--- config.mk ---
export PLATFORM = sky130hd
export DESIGN_NAME = smeu_front
export DESIGN_NICKNAME = d
export VERILOG_FILES = /design/src/sv/stack_machine_execute_unit_assert.svh /design/src/sv/smeu_pkg.sv /design/src/sv/smeu_front.sv
export SDC_FILE = /design/constraint.sdc
export NUM_CORES = 1
export LEC_CHECK = 0
export ABC_AREA = 1
export BUFFER_PORTS_ARGS = -buffer_cell sky130_fd_sc_hd__buf_2
export CORE_UTILIZATION = 34
export CTS_CLUSTER_DIAMETER = 40
export CTS_CLUSTER_SIZE = 24
export DETAILED_ROUTE_END_ITERATION = 7
export HOLD_SLACK_MARGIN = 0.12
export PLACE_DENSITY = 0.84
export SLEW_MARGIN = 15
export SYNTH_ARGS = -nofsm -noshare
export SYNTH_HDL_FRONTEND = slang
export SYNTH_SLANG_ARGS = --single-unit
--- constraint.sdc ---
create_clock -name aclk -period 2.1 [get_ports aclk]
set_input_delay 0.42 -clock aclk [delete_from_list [all_inputs] [get_ports aclk]]
set_output_delay 0.42 -clock aclk [all_outputs]
set_load 0.005 [all_outputs]
--- src/sv/stack_machine_execute_unit_assert.svh ---
// assertion macros for the stack machine execute unit
`ifndef STACK_MACHINE_EXECUTE_UNIT_ASSERT_SVH
`define STACK_MACHINE_EXECUTE_UNIT_ASSERT_SVH

// implication checked at every clock edge out of reset
`define SMEU_ASSERT_IMPLY(label, ante, cons, msg) \
    label: assert property (@(posedge aclk) disable iff (!aresetn) (ante) |-> (cons)) \
        else $error(msg);

// condition that must never hold out of reset
`define SMEU_ASSERT_NEVER(label, cond, msg) \
    label: assert property (@(posedge aclk) disable iff (!aresetn) !(cond)) \
        else $error(msg);

`endif

--- src/sv/smeu_pkg.sv ---
// shared types, codes and constants of the stack machine execute unit
package smeu_pkg;

    localparam int DATA_W    = 64;
    localparam int OP_W      = 4;
    localparam int ARGC_W    = 2;
    localparam int STATUS_W  = 3;
    localparam int DEPTH_W   = 7;
    localparam int MSIZE_W   = 9;
    localparam int KIND_W    = 4;
    localparam int S_TDATA_W = 72;
    localparam int M_TDATA_W = 200;

    localparam int STACK_DEPTH_DEF = 64;
    localparam int MEM_WORDS_DEF   = 256;
    localparam int QUEUE_DEPTH     = 2;

    localparam logic [MSIZE_W-1:0] MSIZE_RESET = 9'd256;

    // operation codes
    localparam logic [OP_W-1:0] OP_CONST = 4'd0;
    localparam logic [OP_W-1:0] OP_LOAD  = 4'd1;
    localparam logic [OP_W-1:0] OP_STORE = 4'd2;
    localparam logic [OP_W-1:0] OP_POP   = 4'd3;
    localparam logic [OP_W-1:0] OP_ADD   = 4'd4;
    localparam logic [OP_W-1:0] OP_INC   = 4'd5;
    localparam logic [OP_W-1:0] OP_JGE   = 4'd6;
    localparam logic [OP_W-1:0] OP_JUMP  = 4'd7;
    localparam logic [OP_W-1:0] OP_ERROR = 4'd8;

    // status codes
    localparam logic [STATUS_W-1:0] ST_OK     = 3'd0;
    localparam logic [STATUS_W-1:0] ST_ARGC   = 3'd1;
    localparam logic [STATUS_W-1:0] ST_ADDR   = 3'd2;
    localparam logic [STATUS_W-1:0] ST_RAISED = 3'd3;
    localparam logic [STATUS_W-1:0] ST_STACK  = 3'd4;

    // classified instruction kinds
    localparam logic [KIND_W-1:0] K_NOP   = 4'd0;
    localparam logic [KIND_W-1:0] K_FAULT = 4'd1;
    localparam logic [KIND_W-1:0] K_PUSH  = 4'd2;
    localparam logic [KIND_W-1:0] K_LOAD  = 4'd3;
    localparam logic [KIND_W-1:0] K_STORE = 4'd4;
    localparam logic [KIND_W-1:0] K_POP   = 4'd5;
    localparam logic [KIND_W-1:0] K_ADD   = 4'd6;
    localparam logic [KIND_W-1:0] K_INC   = 4'd7;
    localparam logic [KIND_W-1:0] K_JGE   = 4'd8;
    localparam logic [KIND_W-1:0] K_JUMP  = 4'd9;
    localparam logic [KIND_W-1:0] K_RAISE = 4'd10;

    typedef struct packed {
        logic [KIND_W-1:0]   kind;
        logic [STATUS_W-1:0] status;
        logic [DATA_W-1:0]   arg;
    } instr_t;

endpackage

--- src/sv/smeu_front.sv ---
// front end: configuration register, arity and address checks, instruction classification
module smeu_front #(
    parameter int MEM_WORDS = smeu_pkg::MEM_WORDS_DEF
) (
    input  logic                          aclk,
    input  logic                          aresetn,
    input  logic                          s_tvalid,
    output logic                          s_tready,
    input  logic [smeu_pkg::OP_W-1:0]     s_tuser,   // operation
    input  logic [smeu_pkg::S_TDATA_W-1:0] s_tdata,  // arg_count, argument, zero pad
    input  logic                          cfg_valid,
    output logic                          cfg_ready,
    input  logic [smeu_pkg::MSIZE_W-1:0]  cfg_data,  // memory_size
    input  logic                          clearing,
    output logic                          q_wr_valid,
    input  logic                          q_wr_ready,
    output smeu_pkg::instr_t              q_wr_data
);

    localparam int DW = smeu_pkg::DATA_W;

    logic [smeu_pkg::MSIZE_W-1:0] msize_reg;
    logic [smeu_pkg::ARGC_W-1:0]  argc;
    logic [DW-1:0]                arg;
    logic [DW-1:0]                msize_ext;
    logic [DW-1:0]                lim;
    logic                         addr_ok;
    smeu_pkg::instr_t             ent;

    assign cfg_ready = 1'b1;

    always_ff @(posedge aclk) begin
        if (!aresetn) begin
            msize_reg <= smeu_pkg::MSIZE_RESET;
        end else if (cfg_valid && cfg_ready) begin
            msize_reg <= cfg_data;
        end
    end

    assign argc      = s_tdata[smeu_pkg::ARGC_W-1:0];
    assign arg       = s_tdata[smeu_pkg::ARGC_W +: DW];
    assign msize_ext = DW'(msize_reg);
    assign lim       = (msize_ext < DW'(MEM_WORDS)) ? msize_ext : DW'(MEM_WORDS);
    assign addr_ok   = arg < lim;

    always_comb begin
        ent.arg    = arg;
        ent.status = smeu_pkg::ST_OK;
        ent.kind   = smeu_pkg::K_NOP;
        unique case (s_tuser) inside
            smeu_pkg::OP_CONST: begin
                ent.kind = (argc != 2'd0) ? smeu_pkg::K_PUSH : smeu_pkg::K_NOP;
            end
            smeu_pkg::OP_LOAD, smeu_pkg::OP_STORE: begin
                if (argc != 2'd1) begin
                    ent.kind   = smeu_pkg::K_FAULT;
                    ent.status = smeu_pkg::ST_ARGC;
                end else if (!addr_ok) begin
                    ent.kind   = smeu_pkg::K_FAULT;
                    ent.status = smeu_pkg::ST_ADDR;
                end else begin
                    ent.kind = (s_tuser == smeu_pkg::OP_LOAD) ? smeu_pkg::K_LOAD
                                                              : smeu_pkg::K_STORE;
                end
            end
            smeu_pkg::OP_POP, smeu_pkg::OP_ADD, smeu_pkg::OP_INC: begin
                if (argc != 2'd0) begin
                    ent.kind   = smeu_pkg::K_FAULT;
                    ent.status = smeu_pkg::ST_ARGC;
                end else if (s_tuser == smeu_pkg::OP_POP) begin
                    ent.kind = smeu_pkg::K_POP;
                end else if (s_tuser == smeu_pkg::OP_ADD) begin
                    ent.kind = smeu_pkg::K_ADD;
                end else begin
                    ent.kind = smeu_pkg::K_INC;
                end
            end
            smeu_pkg::OP_JGE, smeu_pkg::OP_JUMP, smeu_pkg::OP_ERROR: begin
                if (argc != 2'd1) begin
                    ent.kind   = smeu_pkg::K_FAULT;
                    ent.status = smeu_pkg::ST_ARGC;
                end else if (s_tuser == smeu_pkg::OP_JGE) begin
                    ent.kind = smeu_pkg::K_JGE;
                end else if (s_tuser == smeu_pkg::OP_JUMP) begin
                    ent.kind = smeu_pkg::K_JUMP;
                end else begin
                    ent.kind = smeu_pkg::K_RAISE;
                end
            end
            default: begin
                ent.kind = smeu_pkg::K_NOP;
            end
        endcase
    end

    assign q_wr_data  = ent;
    assign q_wr_valid = s_tvalid && !clearing;
    assign s_tready   = q_wr_ready && !clearing;

endmodule

* Word-level counts from Yosys, hierarchy flattened
Cells that the tools add are included.
** Word-level totals
- Bits in registers :: 9
- Logic and storage cells :: 36
- Input bits :: 91
- Output and inout port bits :: 74
** Operators by class
- $lt $le $gt $ge :: 2
- Multiplexer cells :: 16
- Equal/unequal tests :: 9
- Reduce and logical (&&, ||, !) cells :: 8
** Operators by type and width (count)
- less-than comparator 64 x 9 -> 1 bit :: 1
- == test 4 x 3 -> 1 bit, second input constant :: 4
- one-hot mux 4 bit (4 select lines) :: 1
- 2-to-1 mux 4 bit :: 3
- less-than comparator 9 bit, second input constant :: 1
- 2-to-1 mux 9 bit :: 1
- one-hot mux 3 bit (3 select lines) :: 1
- == test 4 x 2 -> 1 bit, second input constant :: 2
- 2-to-1 mux 2 bit :: 4
- 2-to-1 mux 7 bit :: 1
- 2-to-1 mux 3 bit :: 2
- OR reduction 3 bit :: 2
- == test 4 x 1 -> 1 bit, second input constant :: 1
- == test 4 bit, second input constant :: 1
- logical NOT 4 bit :: 1
- 2-to-1 mux 1 bit :: 3
- logical AND 1 bit :: 2
- inequality test 2 x 1 -> 1 bit, second input constant :: 1
- nonzero test 2 bit :: 1
- OR reduction 2 bit :: 1
- logical NOT 1 bit :: 1

* Longest topological paths before layout
- Depth in word-level cells :: 6
- Gate-level depth with buffers :: 13
- Mapped depth without buffers :: 13

* Worst setup path after synthesis
No wires, ideal clock.
- Path type :: register to output
- From :: reg msize_reg[8] in the netlist's numbering
- To :: out q_wr_data[67] in the netlist's numbering
- Data arrival time :: 1290 ps
- Data required time :: 1680 ps
- Path buffers :: 0
- Cell stages (with the launch flop) :: 11
- Slack :: 390 ps
- Path through :: dfxtp_1 -> inv_2 -> nand2_1 -> ha_1 -> a21oi_1 -> o21a_1 -> nand2_1 -> nand2_1 -> nand3_1 -> nand2_1 -> nand2_1
** RTL lines
- start: declaration :: RTL line smeu_front.sv:22 : logic [smeu_pkg::MSIZE_W-1:0] msize_reg;
- start signal: assignment :: RTL line smeu_front.sv:34 : msize_reg <= smeu_pkg::MSIZE_RESET;
- start signal: assignment :: RTL line smeu_front.sv:36 : msize_reg <= cfg_data;
- end: declaration :: RTL line smeu_front.sv:17 : output smeu_pkg::instr_t q_wr_data

==> results.sh <==
export IMPL_gp_congestion=0.725
export IMPL_p_int_mw=0.469
export IMPL_grt_pass1_wl_mm=5.72
export IMPL_largest_reg_flops=9
export IMPL_syn_avg_cell_area_um2=6.15
export IMPL_cp_max_fo=5
export IMPL_totalPowerFinal_mw=0.703
export IMPL_p_sw_mw=0.234
export IMPL_grt_max_degree=12
export IMPL_cts_tree="built"
export IMPL_place_area_um2=1780
export IMPL_yosys_register_bits=9
export IMPL_pre_cts_ws_ns=-0.00580
export IMPL_cts_root_buf="clkbuf_8"
export IMPL_gr_usage_all_layers_pct=16.4
export IMPL_worstSetupPathType="flop to primary output"
export IMPL_vias_per_cell=4.52
export IMPL_violations="negative setup slack"
export IMPL_postRouteWirelength_mm=4.15
export IMPL_placedCellCount=372
export IMPL_r2r_slack_ns=1.32
export IMPL_first_iter_violations=39
export IMPL_grt_overflow=0
export IMPL_final_cells=378
export IMPL_io_pin_count=165
export IMPL_crit_path_frequent_cell="nand2_1"
export IMPL_critPathCaptureType="primary output"
export IMPL_setup_viol=1
export IMPL_async_reset_ff_share_pct=0
export IMPL_nNetsFinal=428
export IMPL_vdd_ir_drop_worst_v=0.000422
export IMPL_path_cells="clkinv_4, nand2_1, ha_1, nand2_1, o21a_1, nand2_1, nand2_2, nand3_2, nand2_1, nand2_1, buf_2"
export IMPL_startpoint_type="flop"
export IMPL_finalCriticalPeriod_ns=2.10
export IMPL_mostFrequentLayoutCell="buf_2"
export IMPL_drt_first_pass_iters=4
export IMPL_ys_seq_area_share_pct=12.6
export IMPL_die_w_um=66.8
export IMPL_rsz0062_at_grt="true"
export IMPL_max_cap_violations=0
export IMPL_swShare_pct=33.3
export IMPL_crit_family="simple AND/OR/NAND/NOR gates"
export IMPL_netlist_area_um2=1430
export IMPL_h_tree_depth=1
export IMPL_synth_cell_types=27
export IMPL_antenna_left=0
export IMPL_cts_sinks=9
export IMPL_fin_area_um2=1970
export IMPL_slowest_delay_ns=0.36
export IMPL_fin_ws_ns=-0.00353
export IMPL_worst_ep_arrival_time_ns=1.68
export IMPL_antenna_found_initial=0
export IMPL_die_h_um=66.8
export IMPL_hold_class="primary input to flop"
export IMPL_initial_core_util_pct=35.7
export IMPL_dieArea_um2=4460
export IMPL_worstPathRequired_ns=1.68
export IMPL_drc=0
export IMPL_powerDensity_nw_per_um2=357
export IMPL_io_buffers=156
export IMPL_cp_buffers_inverters=2
export IMPL_synth_edf_count=0
export IMPL_slew_violations=0
export IMPL_clockPowerShare_pct=29.0
export IMPL_wl_per_cell_um=11.0
export IMPL_fin_crit_sh_pct=100
export IMPL_numCtsBuffers=3
export IMPL_areaGrowthSynthToFinish_pct=37.8
export IMPL_clock_latency_ns=0.23
export IMPL_synth_ff_type="dfxtp_1"
export IMPL_core_um2=4000
export IMPL_clock_fmax_mhz=475
export IMPL_placementRows=23
export IMPL_path_clk_slew_ns=0.05
export IMPL_finalHoldViolations=0
export IMPL_cpMaxStageDelayCell="dfxtp_4"
export IMPL_yosys_warnings=0
export IMPL_power_frac_seq_pct=27.5
export IMPL_clockBufferDepth=2
export IMPL_layout_drive_gt1_share_pct=56.7
export IMPL_first_global_vias=1416
export IMPL_power_leakage_nw=1.12
export IMPL_antennaDiodeCount=0
export IMPL_fin_skew_ns=0
export IMPL_hpwl_mm=3.52
export IMPL_status="finished, violations left"
export IMPL_syn_nets=331
export IMPL_power_frac_comb_pct=43.6
export IMPL_synthCells=232
export IMPL_vias=1708
export IMPL_layout_common_cells="buf_2 (156), nor2_1 (55), nand2_1 (27)"
-- worst register-to-register path, stage by stage, from the launching register on --
cell	delay, ns
dfxtp_4	0.38
inv_6	0.05
buf_4	0.13
o211ai_1	0.14
-- per-layer routing --
| layer | track usage [%] | share of wire [%] | vias to the layer above |
|---|---|---|---|
| li1 | - | - | 863 |
| met1 | 18.5 | 37 | 759 |
| met2 | 31.1 | 54 | 82 |
| met3 | 2.05 | 8.1 | 4 |
| met4 | 5.05 | 0.77 | 0 |
| met5 | 0 | 0 | - |
-- synthesized netlist by cell type (3+ instances only) --
cell     instances  area [um2]
inv_2            3        11.3
nand2_1         34         128
nand3_1          3        15.0
nor4_1           3        18.8
inv_1           15        56.3
nand4_1          6        37.5
dfxtp_1          9         180
a21oi_1          4        20.0
ha_1             8         100
o21ai_0          9        45.0
nor2_1          55         206
buf_4           66         495
-- path summary, 6_finish.rpt --
kind,start,to,depth (start not counted)
worst min-delay path,cfg_data[8],msize_reg[8]$_SDFFE_PN1P_,3
worst max register to register,msize_reg[8]$_SDFFE_PN1P_,msize_reg[8]$_SDFFE_PN1P_,3
worst max-delay path,msize_reg[8]$_SDFFE_PN1P_,q_wr_data[67],11
worst min register to register,msize_reg[0]$_SDFFE_PN0P_,msize_reg[0]$_SDFFE_PN0P_,2
-- area by class of cell --
type / instances / area, um2
Clock buffer: 3 / 41.3
Clock inverter: 1 / 5.00
Fill cell: 396 / 2030
Inverter: 18 / 72.6
Multi-Input combinational cell: 138 / 796
Sequential cell: 9 / 184
Tap cell: 50 / 62.6
Timing Repair Buffer: 158 / 796
Timing Repair inverter: 1 / 8.76
-- cell families (layout without fill, tap and decap cells) --
group / after synthesis / in the layout / synth area share [%]
compound gates: 19 / 19 / 7.63
simple gates: 109 / 109 / 32.5
buf+inv: 85 / 181 / 39.7
fa+ha+maj: 8 / 8 / 7.02
flops: 9 / 9 / 12.6
other cells: 2 / 2 / 0.527
-- power groups by stage --
stage / Combinational (mW) / Clock, mW / Sequential [mW]
floorplan: 0.187 / 0 / 0.190
global placement: 0.276 / 0 / 0.192
detailed placement: 0.281 / 0 / 0.192
CTS: 0.293 / 0.207 / 0.189
global route: 0.348 / 0.216 / 0.194
finish: 0.306 / 0.204 / 0.193
-- through the flow --
stage	hold WS [ns]	util, %	TNS (ns)
3_5_place_dp	0.484	44.4	-0.00580
2_1_floorplan	0.463	-	0
3_3_place_gp	0.477	44.4	0
6_report	0.401	49.1	-0.00353
5_1_grt	0.425	49.1	-0.432
4_1_cts	0.397	46.8	-0.0422
-- repair_timing --
item                       in CTS  in global routing
setup buffers                   1                  0
pin swaps                       4                 11
hold buffers                    0                  0
setup endpoints to repair       4                  4
cloned                          0                  1
resized for setup               8                 18
No activity file was read; power rests on OpenSTA's default activity.
