==> config.mk <==
export PLATFORM = sky130hd
export DESIGN_NAME = smeu_queue
export DESIGN_NICKNAME = d
export VERILOG_FILES = /design/src/sv/stack_machine_execute_unit_assert.svh /design/src/sv/smeu_pkg.sv /design/src/sv/smeu_queue.sv
export SDC_FILE = /design/constraint.sdc
export NUM_CORES = 1
export LEC_CHECK = 0
export ABC_AREA = 1
export BUFFER_PORTS_ARGS = -buffer_cell sky130_fd_sc_hd__buf_4
export CORE_MARGIN = 3
export CORE_UTILIZATION = 50
export CTS_BUF_LIST = sky130_fd_sc_hd__clkbuf_2 sky130_fd_sc_hd__clkbuf_4 sky130_fd_sc_hd__clkbuf_8
export CTS_CLUSTER_DIAMETER = 150
export CTS_CLUSTER_SIZE = 12
export DETAILED_ROUTE_END_ITERATION = 16
export HOLD_SLACK_MARGIN = 0.08
export PLACE_DENSITY = 0.73
export REMOVE_ABC_BUFFERS = 1
export SLEW_MARGIN = 15
export SYNTH_ARGS = -nofsm -noshare
export SYNTH_HDL_FRONTEND = slang
export SYNTH_SLANG_ARGS = --single-unit
==> constraint.sdc <==
create_clock -name aclk -period 5.2 [get_ports aclk]
set_input_delay 1.04 -clock aclk [delete_from_list [all_inputs] [get_ports aclk]]
set_output_delay 1.04 -clock aclk [all_outputs]
set_load 0.02 [all_outputs]
==> src/sv/stack_machine_execute_unit_assert.svh <==
// assertion macros for the stack machine execute unit
`ifndef STACK_MACHINE_EXECUTE_UNIT_ASSERT_SVH
`define STACK_MACHINE_EXECUTE_UNIT_ASSERT_SVH

// implication checked at every clock edge out of reset
`define SMEU_ASSERT_IMPLY(label, ante, cons, msg) \
    label: assert property (@(posedge aclk) disable iff (!aresetn) (ante) |-> (cons)) \
        else $error(msg);

// condition that must never hold out of reset
`define SMEU_ASSERT_NEVER(label, cond, msg) \
    label: assert property (@(posedge aclk) disable iff (!aresetn) !(cond)) \
        else $error(msg);

`endif

==> src/sv/smeu_pkg.sv <==
// shared types, codes and constants of the stack machine execute unit
package smeu_pkg;

    localparam int DATA_W    = 64;
    localparam int OP_W      = 4;
    localparam int ARGC_W    = 2;
    localparam int STATUS_W  = 3;
    localparam int DEPTH_W   = 7;
    localparam int MSIZE_W   = 9;
    localparam int KIND_W    = 4;
    localparam int S_TDATA_W = 72;
    localparam int M_TDATA_W = 200;

    localparam int STACK_DEPTH_DEF = 64;
    localparam int MEM_WORDS_DEF   = 256;
    localparam int QUEUE_DEPTH     = 2;

    localparam logic [MSIZE_W-1:0] MSIZE_RESET = 9'd256;

    // operation codes
    localparam logic [OP_W-1:0] OP_CONST = 4'd0;
    localparam logic [OP_W-1:0] OP_LOAD  = 4'd1;
    localparam logic [OP_W-1:0] OP_STORE = 4'd2;
    localparam logic [OP_W-1:0] OP_POP   = 4'd3;
    localparam logic [OP_W-1:0] OP_ADD   = 4'd4;
    localparam logic [OP_W-1:0] OP_INC   = 4'd5;
    localparam logic [OP_W-1:0] OP_JGE   = 4'd6;
    localparam logic [OP_W-1:0] OP_JUMP  = 4'd7;
    localparam logic [OP_W-1:0] OP_ERROR = 4'd8;

    // status codes
    localparam logic [STATUS_W-1:0] ST_OK     = 3'd0;
    localparam logic [STATUS_W-1:0] ST_ARGC   = 3'd1;
    localparam logic [STATUS_W-1:0] ST_ADDR   = 3'd2;
    localparam logic [STATUS_W-1:0] ST_RAISED = 3'd3;
    localparam logic [STATUS_W-1:0] ST_STACK  = 3'd4;

    // classified instruction kinds
    localparam logic [KIND_W-1:0] K_NOP   = 4'd0;
    localparam logic [KIND_W-1:0] K_FAULT = 4'd1;
    localparam logic [KIND_W-1:0] K_PUSH  = 4'd2;
    localparam logic [KIND_W-1:0] K_LOAD  = 4'd3;
    localparam logic [KIND_W-1:0] K_STORE = 4'd4;
    localparam logic [KIND_W-1:0] K_POP   = 4'd5;
    localparam logic [KIND_W-1:0] K_ADD   = 4'd6;
    localparam logic [KIND_W-1:0] K_INC   = 4'd7;
    localparam logic [KIND_W-1:0] K_JGE   = 4'd8;
    localparam logic [KIND_W-1:0] K_JUMP  = 4'd9;
    localparam logic [KIND_W-1:0] K_RAISE = 4'd10;

    typedef struct packed {
        logic [KIND_W-1:0]   kind;
        logic [STATUS_W-1:0] status;
        logic [DATA_W-1:0]   arg;
    } instr_t;

endpackage

==> src/sv/smeu_queue.sv <==
// short instruction queue between front end and execute sequencer
module smeu_queue #(
    parameter int DEPTH = smeu_pkg::QUEUE_DEPTH
) (
    input  logic             aclk,
    input  logic             aresetn,
    input  logic             wr_valid,
    output logic             wr_ready,
    input  smeu_pkg::instr_t wr_data,
    output logic             rd_valid,
    input  logic             rd_ready,
    output smeu_pkg::instr_t rd_data
);

    localparam int PW = (DEPTH > 1) ? $clog2(DEPTH) : 1;
    localparam int CW = $clog2(DEPTH + 1);

    smeu_pkg::instr_t entries [DEPTH];
    logic [PW-1:0] wr_ptr_reg, wr_ptr_next;
    logic [PW-1:0] rd_ptr_reg, rd_ptr_next;
    logic [CW-1:0] count_reg, count_next;
    logic          do_wr, do_rd;

    assign wr_ready = count_reg != CW'(DEPTH);
    assign rd_valid = count_reg != '0;
    assign rd_data  = entries[rd_ptr_reg];
    assign do_wr    = wr_valid && wr_ready;
    assign do_rd    = rd_valid && rd_ready;

    always_comb begin
        wr_ptr_next = wr_ptr_reg;
        rd_ptr_next = rd_ptr_reg;
        count_next  = count_reg;
        if (do_wr) begin
            wr_ptr_next = (wr_ptr_reg == PW'(DEPTH - 1)) ? '0 : wr_ptr_reg + 1'b1;
        end
        if (do_rd) begin
            rd_ptr_next = (rd_ptr_reg == PW'(DEPTH - 1)) ? '0 : rd_ptr_reg + 1'b1;
        end
        if (do_wr && !do_rd) begin
            count_next = count_reg + 1'b1;
        end else if (do_rd && !do_wr) begin
            count_next = count_reg - 1'b1;
        end
    end

    always_ff @(posedge aclk) begin
        if (!aresetn) begin
            wr_ptr_reg <= '0;
            rd_ptr_reg <= '0;
            count_reg  <= '0;
        end else begin
            wr_ptr_reg <= wr_ptr_next;
            rd_ptr_reg <= rd_ptr_next;
            count_reg  <= count_next;
        end
    end

    always_ff @(posedge aclk) begin
        if (do_wr) begin
            entries[wr_ptr_reg] <= wr_data;
        end
    end

endmodule

# [After elaboration in Yosys (flattened, before gate mapping)]
# Memories as Yosys holds them, arrays and structs flattened. A register that Yosys moved wholly into a read port is not among the register bits.
# Index checks and enable logic that the tools add are counted.
[word_totals] input_bits=75 ff_bits=4 ram_bits=142 output_inout_bits=73 memories=1 wordCells=25
[mem_list] name="entries" words=2 word_bits=71 read_ports=1 rd_ports_with_merged_regs=1 write_ports=1 line="smeu_queue.sv:18" rtl="smeu_pkg::instr_t entries [DEPTH];"
[op_classes] mux=8 n_reduce_logical=8 n_eq_ne=1 add_sub_neg=4
[op_table] cell="2-to-1 mux 1 bit" count=6
[op_table] cell="logical AND 1 bit" count=4
[op_table] cell="2-to-1 mux 2 bit" count=2
[op_table] cell="nonzero test 2 bit" count=2
[op_table] cell="adder 1 bit (second input constant)" count=2
[op_table] cell="adder 2 x 1 -> 2 bit (second input constant)" count=1
[op_table] cell="logical NOT 1 bit" count=2
[op_table] cell="!= test 2 bit (second input constant)" count=1
[op_table] cell="subtractor 2 x 1 -> 2 bit (second input constant)" count=1

# [Depth between registers and ports, before layout]
# Gate-level depths: netlist of the first run.
[logic_depth] depth_word=6 depth_mapped=11 depth_no_buf=11

# [Least setup slack after synthesis of the first run]
# Ideal clock, no wire load.
[synth_timing] path_type="input to register" startpoint="input wr_valid" endpoint="memory entries[0][0] (netlist bit) (enable)" n_path_buf=0 slack_ps=596 required_ps=4699 setup_time_ps=501 path_stages=2 arrival_ps=4103 cell_sequence="nand2_1 > nor2_1"
[synth_via] elab_chain_len=3
[synth_rtl] element="start: declaration" line="smeu_queue.sv:7" rtl="input logic wr_valid,"
[synth_rtl] element="logical AND 1 bit" line="smeu_queue.sv:27" rtl="assign do_wr = wr_valid && wr_ready;"
[synth_rtl] element="2-to-1 mux 1 bit" line="smeu_queue.sv:60" rtl="if (do_wr) begin"
[synth_rtl] element="2-to-1 mux 1 bit (implied by the code)" line="smeu_queue.sv:61" rtl="entries[wr_ptr_reg] <= wr_data;"
[synth_rtl] element="end: declaration" line="smeu_queue.sv:18"
# No other way between the ends.

==> impl_results.md, run 1 <==
* Status: finished clean
* Chip Width at ~110 µm
* Post-DP Area at 6890 µm²
* CP Launch Type: flop
* Final TNS setup at 0 ns
* FF/Latch Area at 4370 µm²
* Total Wirelength at roughly 9500 µm
* Core ar. at 11000 µm²
* Critical-path cell list: buf_4 -> mux2_4 -> buf_4
* CTS Buffer Depth at 2
* CP max FO at 51
* First-pass GRT wire length at 15000 µm
* Most frequent cells in the layout: 150 x buf_4, 142 x edfxtp_1, 70 x mux2_4, 23 x clkbuf_8, 9 x nand2_1
* PostCTS Resize Cnt at 0
* Final setup violation count at 0
* Critical Path RT at 4.16 ns
* Vias in the first global route at 2833
* Die area at between 10000 and 15000 µm²
* # rows at 38
* P&R area growth vs syn at 27.5%
* Worst Tran Pin Value at 0.951 ns
* Detailed-route wire length per cell at 16.6 µm
* Leak Pwr at between 2 and 3 nW
* Grt ovf at 0
* Hold path start: rd_ptr_reg$_SDFFE_PN0P_
* CTS tree: built
* CTS Sinks at 147
* Class of the worst hold path: flop to flop
* Largest net degree at the start of global routing at 72
* Syn Area/Cell at 22.2 µm²
* Max Cap Viol at 0
* Final Cycle Share at 66.4%
* Total number of vias at 2765
* Slowest-stage cell, CP: dfxtp_4
* Number of I/O pins at ~150
* Root Driver: clkbuf_8
* Worst rel slew slack at 36.6%
* Commonest non-fill, non-tap cell in the layout: buf_4
* CTS Buf Count at 17
* R2R cell count at 5
* PwrDens at 476 nW/µm²
* CP Capture Type: output port
* Multi-input logic area at between 1000 and 1500 µm²
* Later-pin clock latency in the skew report at between 0.4 and 0.5 ns
* Seq/Total Area, Yosys at 76.3%
* Post-layout util at around 66%
* Min-Delay Path Depth at 2
* Hold Path End: rd_ptr_reg$_SDFFE_PN0P_
* Post-Syn Instances at 258
* DRT Pass-1 Iters at 4
* DIE HEIGHT at 113 µm
* Distinct cells, synth at 15
* RSZ-0062 raised after global routing: no
* Hold-fix buffers, CTS at 0
* Post-CTS setup buffer count at 0
* First DRT Iteration DRCs at 108
* Number of antenna violations at the first check in global routing at 0
* Final antenna-violating net count at 0
* RR Endpoint: entries[0][16]$_DFFE_PP_
* Diodes inserted at 0
* WP data arrival at between 2 and 2.5 ns
* Final Instance Area at 7290 µm²
* Fillers at between 700 and 800
* Seq cells post-synth at 147
* Crit Reg-Reg Startpoint: count_reg[0]$_SDFFE_PN0P_
* Cell Area, Synth at 5720 µm²
* Port buffer count at about 150
* Post-DP HPWL at between 6000 and 7000 µm
* Routability cong. at 0.748
* Period minus WS final at 3.45 ns
* Gr usage total at 15.7%
* H-Tree Depth at 4
* Final hold viol count at 0
* CP max stage delay at 0.97 ns
* Max reg flops at 142
* Share of post-route cells with drive strength above 1 at 59.3%
* Initial Util at 51.8%
* Clock slew at reported path FFs at ~0.070 ns
* Reg2Reg Setup Slack at 3.22 ns
* Slew Viols, Final at 0
* FMAX at 290 MHz
* VDD IR-drop max at 0.000402 V
* NumNets Final at 495
* Crit Path Category: flop to output port
* Via density per instance at 4.83
* Detailed-route DRC error count at 0
* CP most frequent cell: buf_4
* Yosys warns at 0
* Setup Skew at 0.00782 ns
[logic make-up after synthesis]
group	synth area share, %
adders and majority gates	0.219
buffers and inverters	3.17
and+or+nand+nor	1.31
muxes	18.6
AOI/OAI and AO/OA	0.394
DFF	76.3
[per-layer routing]
metal	vias up	wire [µm]	GRT usage, %
li1	1318	-	-
met1	1319	3920	20.1
met2	115	4600	23.8
met3	13	837	6.74
met4	0	153	6.49
met5	-	0	0
[worst max-delay path, delay by kind of cell (launching register included)]
| family | cells | cell delay [ns] |
|---|---|---|
| flip-flops | 1 | 0.97 |
| buffers and inverters | 2 | 0.65 |
| multiplexers | 1 | 0.34 |
[area by class of cell]
| class | instances | area share, % |
|---|---|---|
| flip-flops and latches | 147 | 59.9 |
| multi-input cells | 95 | 16.3 |
| repair buffers | 150 | 15.4 |
| clock buffers | 25 | 4.55 |
| well taps | 140 | 2.40 |
| clock inverters | 7 | 0.978 |
| inverters | 8 | 0.412 |
[where the power goes]
| part | internal [mW] | total (mW) | switching, mW |
|---|---|---|---|
| Sequential | 1.50 | 1.60 | 0.104 |
| Combinational | 0.517 | 1.01 | 0.492 |
| Clock | 0.466 | 0.855 | 0.390 |
[through the flow]
step / setup WS, ns / hold WS, ns / cells / power [mW]
floorplan: 0.596 / 0.467 / 250 / 2.31
global placement: 2.16 / 0.479 / 540 / 2.64
finish: 1.75 / 0.523 / 572 / 3.47
global route: 1.57 / 0.576 / 572 / 3.65
detailed placement: 2.14 / 0.510 / 540 / 2.66
CTS: 1.66 / 0.527 / 572 / 3.51
[cells in the mapped netlist (all sizes together)]
cell / count / area share (%)
edfxtp: 142 / 75
mux2: 71 / 19
nand2: 9 / 0.59
buf: 8 / 2.6
inv: 8 / 0.53
nor2: 8 / 0.53
dfxtp: 5 / 1.8
o21ai: 2 / 0.18
a21oi: 1 / 0.087
ha: 1 / 0.22
nand3: 1 / 0.087
nand4: 1 / 0.11
o21a: 1 / 0.13
[worst max path at each step]
stage          startpoint                      end  slack (ns)  cells after the start
2_1_floorplan    wr_valid  entries[0][0]$_DFFE_PP_        0.60                      2
3_3_place_gp         flop               rd_data[8]        2.16                      3
3_5_place_dp         flop               rd_data[3]        2.14                      3
4_1_cts              flop               rd_data[3]        1.66                      3
5_1_grt              flop              rd_data[42]        1.57                      3
6_report             flop              rd_data[19]        1.75                      3
(Power assumes the default switching activity.)
==> run 2, diff against run 1 <==
Settings changed: ABC_AREA 1 to 0, CORE_UTILIZATION 50 to 49, PLACE_DENSITY 0.73 to 0.75.
Clock period 5.2 ns to 2.87 ns, I/O delays scaled along.
==> run 2 against run 1 <==
Compared with the run above: synthesized cell count fell by 5.0%; sequential share of layout area rose by 2.2 points; wire length rose by 1.7%; design area fell by 3.5%; global-route usage rose by 0.67 points; register-to-register slack got worse by 2.1 ns; combinational power rose by 80%; non-clock buffer count rose by 2; clock skew rose by 0.0013 ns.
==> impl_results.md, run 2 <==
* Status: finished clean
* Diodes inserted at 0
* Seq cells post-synth at 147
* CTS Buffer Depth at 2
* Die area at approximately 12000 µm²
* Port buffer count at 147
* Final hold viol count at 0
* DRT Pass-1 Iters at 4
* Ys flop type: edfxtp_1
* Critical-path cell list: buf_12 -> mux2_2 -> buf_4
* Detailed-route DRC error count at 0
* Post-Syn Instances at 245
* Number of antenna violations at the first check in global routing at 0
* Slew Viols, Final at 0
* Clock slew at reported path FFs at about 0.08 ns
* P&R area growth vs syn at 31.1%
* Largest delay contributor family on the critical path: flip-flops
* Class of the worst hold path: input port to flop
* Final setup violation count at 0
* Critical Path RT at 2.30 ns
* Final antenna-violating net count at 0
* Max reg flops at 142
* Most frequent cells in the layout: 150 x buf_4, 142 x edfxtp_1, 71 x mux2_2, 17 x clkbuf_8, 5 x clkinv_2
* WP data arrival at around 1.9 ns
* Syn Area/Cell at 21.9 µm²
* Most frequent cell after synthesis: edfxtp_1
* Asr flop ratio synth at 0%
* Share of the synthesized area in the top cell type at between 70% and 80%
* Post-place setup slack at 0.795 ns
* PostCTS Resize Cnt at 0
* Flop pwr share at around 46%
* Post-CTS setup buffer count at 0
* First-pass GRT wire length at ~16000 µm
* FF/Latch Area at between 4000 and 5000 µm²
* Post-synth EDFFs at 142
* Gr usage total at 16.4%
* CTS tree: built
* Post-DP HPWL at 6460 µm
* Commonest non-fill, non-tap cell in the layout: buf_4
* Total number of vias at 2783
* Ranking of synthesized cells by area: edfxtp_1 79%, mux2_2 15%, dfxtp_1 1.9%
* Core ar. at 10500 µm²
* FMAX at 402 MHz
* Post-Layout Cell Count at 557
* Sw power at between 1.5 and 2 mW
* H-Tree Depth at 4
* First DRT Iteration DRCs at 132
* Later-pin clock latency in the skew report at approximately 0.42 ns
* CP Capture Type: output port
* Combinational Power Share at 29.6%
* DIE HEIGHT at 111 µm
* CP Launch Type: flop
* Distinct cells, synth at 20
* Multi-input logic area at between 900 and 1000 µm²
* Yosys top cell by area: edfxtp_1
* Via density per instance at 5.00
* Leak Pwr at 2.62 nW
* CP max stage delay at 0.63 ns
* Yosys warns at 0
* Crit Path Category: flop to output port
* Cell Area, Synth at ~5400 µm²
* Slowest-stage cell, CP: dfxtp_4
* Initial Util at around half
* Share of post-route cells with drive strength above 1 at 62.0%
* Period minus WS final at approximately 2.5 ns
* Grt ovf at 0
* Hold-fix buffers, CTS at 0
* RSZ-0062 raised after global routing: no
* Setup Skew at roughly 0.0091 ns
* Routability cong. at 0.706
* Worst rel slew slack at 62.7%
* Placed Instances at 525
* Worst Tran Pin Value at 0.559 ns
* Pint at 4.37 mW
* Worst Path Buf+Inv at 2
* CTS Sinks at 147
* CTS Buf Count at 17
* Detailed-route wire length per cell at between 15 and 20 µm
* VDD IR-drop max at 0.000541 V
* Total Wirelength at 9680 µm
* Chip Width at 111 µm
* CP max FO at approximately 40
* Post-synth top cells: 142 x edfxtp_1, 71 x mux2_2, 7 x buf_4
* Root Driver: clkbuf_8
* Fillers at 732
* Seq/Total Area, Yosys at 81.4%
* PwrDens at 874 nW/µm²
* # rows at 37
* NumNets Final at slightly below 500
* Final Cycle Share at about 87%
* Vias in the first global route at between 2000 and 3000
* Final worst slack at 0.380 ns
* Largest net degree at the start of global routing at 42
* Max Cap Viol at 0
* Number of I/O pins at 148
* Clk network pwr share at 24.6%
* Sw frac at 29.0%
-- run 2: area by class of cell --
type | count | area share, %
tap | 136 | 2.42
multi-input combinational | 89 | 13.4
clock inverter | 11 | 1.65
clock buffer | 21 | 3.75
sequential | 147 | 62.1
timing repair buffer | 152 | 16.6
inverter | 1 | 0.0534
-- run 2: path summary, 6_finish.rpt --
path                                   from                         to  slack, ns  depth (start not counted)
setup / recovery                       flop                rd_data[23]       0.38                          3
hold / removal                   wr_data[6]    entries[0][6]$_DFFE_PP_       0.34                          1
setup reg to reg  count_reg[0]$_SDFFE_PN0P_   entries[1][50]$_DFFE_PP_       1.13                          3
hold reg to reg   count_reg[1]$_SDFFE_PN0P_  count_reg[1]$_SDFFE_PN0P_       0.57                          2
-- run 2: layer usage --
layer / routed length, µm / vias to the layer above / track usage [%] / part of all wire (%)
met5: 0 / - / 0 / 0
li1: - / 1287 / - / -
met3: 595 / 5 / 5.81 / 6.1
met1: 4200 / 1380 / 20.9 / 43
met4: 38 / 0 / 4.84 / 0.39
met2: 4850 / 111 / 26.7 / 50
-- run 2: stage by stage --
| stage | total power, mW | hold slack [ns] | util [%] | TNS [ns] | cell area [µm²] |
|---|---|---|---|---|---|
| floorplan | 3.94 | 0.512 | - | -1.19 | 5310 |
| detailed placement | 4.71 | 0.559 | 63.6 | 0 | 6650 |
| finish | 6.15 | 0.340 | 67.2 | 0 | 7030 |
| global route | 6.44 | 0.288 | 67.2 | 0 | 7030 |
| CTS | 6.22 | 0.305 | 67.2 | 0 | 7030 |
| global placement | 4.68 | 0.524 | 63.6 | 0 | 6650 |
-- run 2: logic make-up (layout without fill, tap and decap cells) --
group / after synthesis / in the layout / share of synthesized area (%)
buffers and inverters: 9 / 185 / 1.14
adders and majority gates: 1 / 1 / 0.233
muxes: 71 / 71 / 14.9
and+or+nand+nor: 9 / 9 / 1.21
DFF: 147 / 147 / 81.4
xor gates and xnor gates: 3 / 3 / 0.490
AOI/OAI and AO/OA: 5 / 5 / 0.653
-- run 2: power by group through the flow --
stage	Clock, mW	Combinational, mW	Sequential [mW]
floorplan	0	1.05	2.88
global placement	0	1.82	2.85
detailed placement	0	1.84	2.87
CTS	1.55	1.85	2.82
global route	1.65	1.94	2.85
finish	1.51	1.82	2.82
==> run 3, diff against run 2 <==
Settings changed: CORE_UTILIZATION 49 to 39, PLACE_DENSITY 0.75 to 0.62.
==> run 3 against run 2 <==
Compared with the run above: clock skew decreased by 0.0030 ns; combinational power barely moved; count of clock-buffer cells in the layout shrank 3; maximum frequency increased by 2.4%; design area rose by 0.28%; critical endpoint is now rd_data[38]; largest cell class unchanged.
==> impl_results.md, run 3 (synthesis results as in run 2) <==
* Final setup violation count at 0
* RSZ-0062 raised after global routing: no
* Port buffer count at around 150
* # rows at 42
* Final antenna-violating net count at 0
* Root Driver: clkbuf_8
* Later-pin clock latency in the skew report at around 0.42 ns
* Max reg flops at 142
* CP Launch Type: flop
* First DRT Iteration DRCs at 186
* R2R cell count at 3
* NumNets Final at 484
* Share of post-route cells with drive strength above 1 at between 60% and 70%
* Post-DP HPWL at 6470 µm
* Status: finished clean
* Worst rel slew slack at 65.8%
* Hold_ws at 0.327 ns
* Flop pwr share at 46.2%
* Post-place setup slack at between 0.8 and 0.9 ns
* Detailed-route wire length per cell at 16.5 µm
* DIE HEIGHT at 123 µm
* CTS tree: built
* Final Instance Area at 7050 µm²
* Final hold viol count at 0
* CTS Buffer Depth at 2
* CTS Buf Count at 17
* Setup Skew at about 0.0061 ns
* FMAX at around 410 MHz
* Grt ovf at 0
* Total number of vias at 2761
* Class of the worst hold path: input port to flop
* PwrDens at 862 nW/µm²
* Post-DP Area at 6720 µm²
* Initial Util at about two fifths
* Commonest non-fill, non-tap cell in the layout: buf_4
* Crit Path Category: flop to output port
* DRT Pass-1 Iters at 4
* Pint at 4.32 mW
* Sw power at around 1.8 mW
* Met3 Track Usage GR at 5.12%
* Leak Pwr at between 2 and 3 nW
* WP data arrival at around 1.9 ns
* Hold-fix buffers, CTS at 0
* P&R area growth vs syn at 31.5%
* RR Endpoint: entries[1][66]$_DFFE_PP_
* Slew Viols, Final at 0
* CTS Sinks at ~150
* Most Used Layer, Global Route: met2
* Post-layout util at 52.8%
* Final Cycle Share at 84.7%
* Routability cong. at a little under 0.7
* First-pass GRT wire length at 14800 µm
* Sw frac at 28.9%
* Critical Path RT at around 2.3 ns
* Total Wirelength at 9760 µm
* Reg2Reg Setup Slack at 1.05 ns
* Combinational Power Share at 30.3%
* Post-CTS setup buffer count at 0
* PostCTS Resize Cnt at 0
* Most frequent cells in the layout: 149 x buf_4, 142 x edfxtp_1, 71 x mux2_2, 17 x clkbuf_8, 5 x clkinv_2
* Largest net degree at the start of global routing at 42
* Max Cap Viol at 0
* Period minus WS final at 2.43 ns
* VDD IR-drop max at a little over 0.0006 V
* CP Capture Type: output port
* CP max FO at 28
* Crit Reg-Reg Startpoint: count_reg[0]$_SDFFE_PN0P_
* Clock slew at reported path FFs at 0.07 ns
* Number of I/O pins at ~150
* Gr usage total at 13.3%
* Final worst slack at 0.439 ns
* Die area at between 15000 and 20000 µm²
* Met2 Use GR at 21.0%
* Diodes inserted at 0
* Clk network pwr share at a little under a quarter
* H-Tree Depth at 4
* Via density per instance at 4.66
* Detailed-route DRC error count at 0
* Worst Tran Pin Value at 0.512 ns
* Chip Width at approximately 120 µm
* Vias in the first global route at 2936
* Met1 GRT Util at 16.2%
* Critical Path Sink: rd_data[38]
* Core ar. at approximately 13000 µm²
* Number of antenna violations at the first check in global routing at 0
-- run 3: power by group through the flow --
stage               clock (mW)  sequential [mW]  combinational [mW]
CTS                       1.48             2.82                1.89
global placement             0             2.85                1.86
floorplan                    0             2.88                1.05
global route              1.57             2.84                1.98
finish                    1.42             2.81                1.84
detailed placement           0             2.86                1.88
-- run 3: per-stage QoR --
step | power, mW | setup TNS (ns) | instances
2_1_floorplan | 3.94 | -1.19 | 237
3_3_place_gp | 4.71 | 0 | 565
3_5_place_dp | 4.74 | 0 | 565
4_1_cts | 6.18 | 0 | 593
5_1_grt | 6.39 | 0 | 593
6_report | 6.08 | 0 | 593
-- run 3: metal layers --
layer | up-vias | part of all wire [%]
li1 | 1285 | -
met1 | 1361 | 41
met2 | 97 | 49
met3 | 18 | 7.3
met4 | 0 | 1.9
met5 | - | 0
-- run 3: how the worst min path moves through the flow --
stage,from,endpoint,slack (ns),cells past startpoint
final,wr_data[45],entries[1][45]$_DFFE_PP_,0.33,1
after CTS,wr_data[45],entries[1][45]$_DFFE_PP_,0.29,1
after global routing,wr_data[63],entries[0][63]$_DFFE_PP_,0.28,1
after detailed placement,count_reg[1]$_SDFFE_PN0P_,count_reg[1]$_SDFFE_PN0P_,0.57,2
after floorplan,count_reg[1]$_SDFFE_PN0P_,count_reg[1]$_SDFFE_PN0P_,0.51,2
after global placement,count_reg[1]$_SDFFE_PN0P_,count_reg[1]$_SDFFE_PN0P_,0.53,2
-- run 3: critical path, stage by stage (launching register included) --
cell	delay, ns
dfxtp_4	0.61
buf_4	0.29
mux2_2	0.36
buf_4	0.16
-- run 3: layout make-up --
cell class | count | area, µm²
Fill cell | 1131 | 6300
Timing Repair Buffer | 152 | 1180
Clock inverter | 10 | 95.1
Multi-Input combinational cell | 89 | 943
Sequential cell | 147 | 4370
Clock buffer | 18 | 241
Inverter | 1 | 5.00
Tap cell | 176 | 220
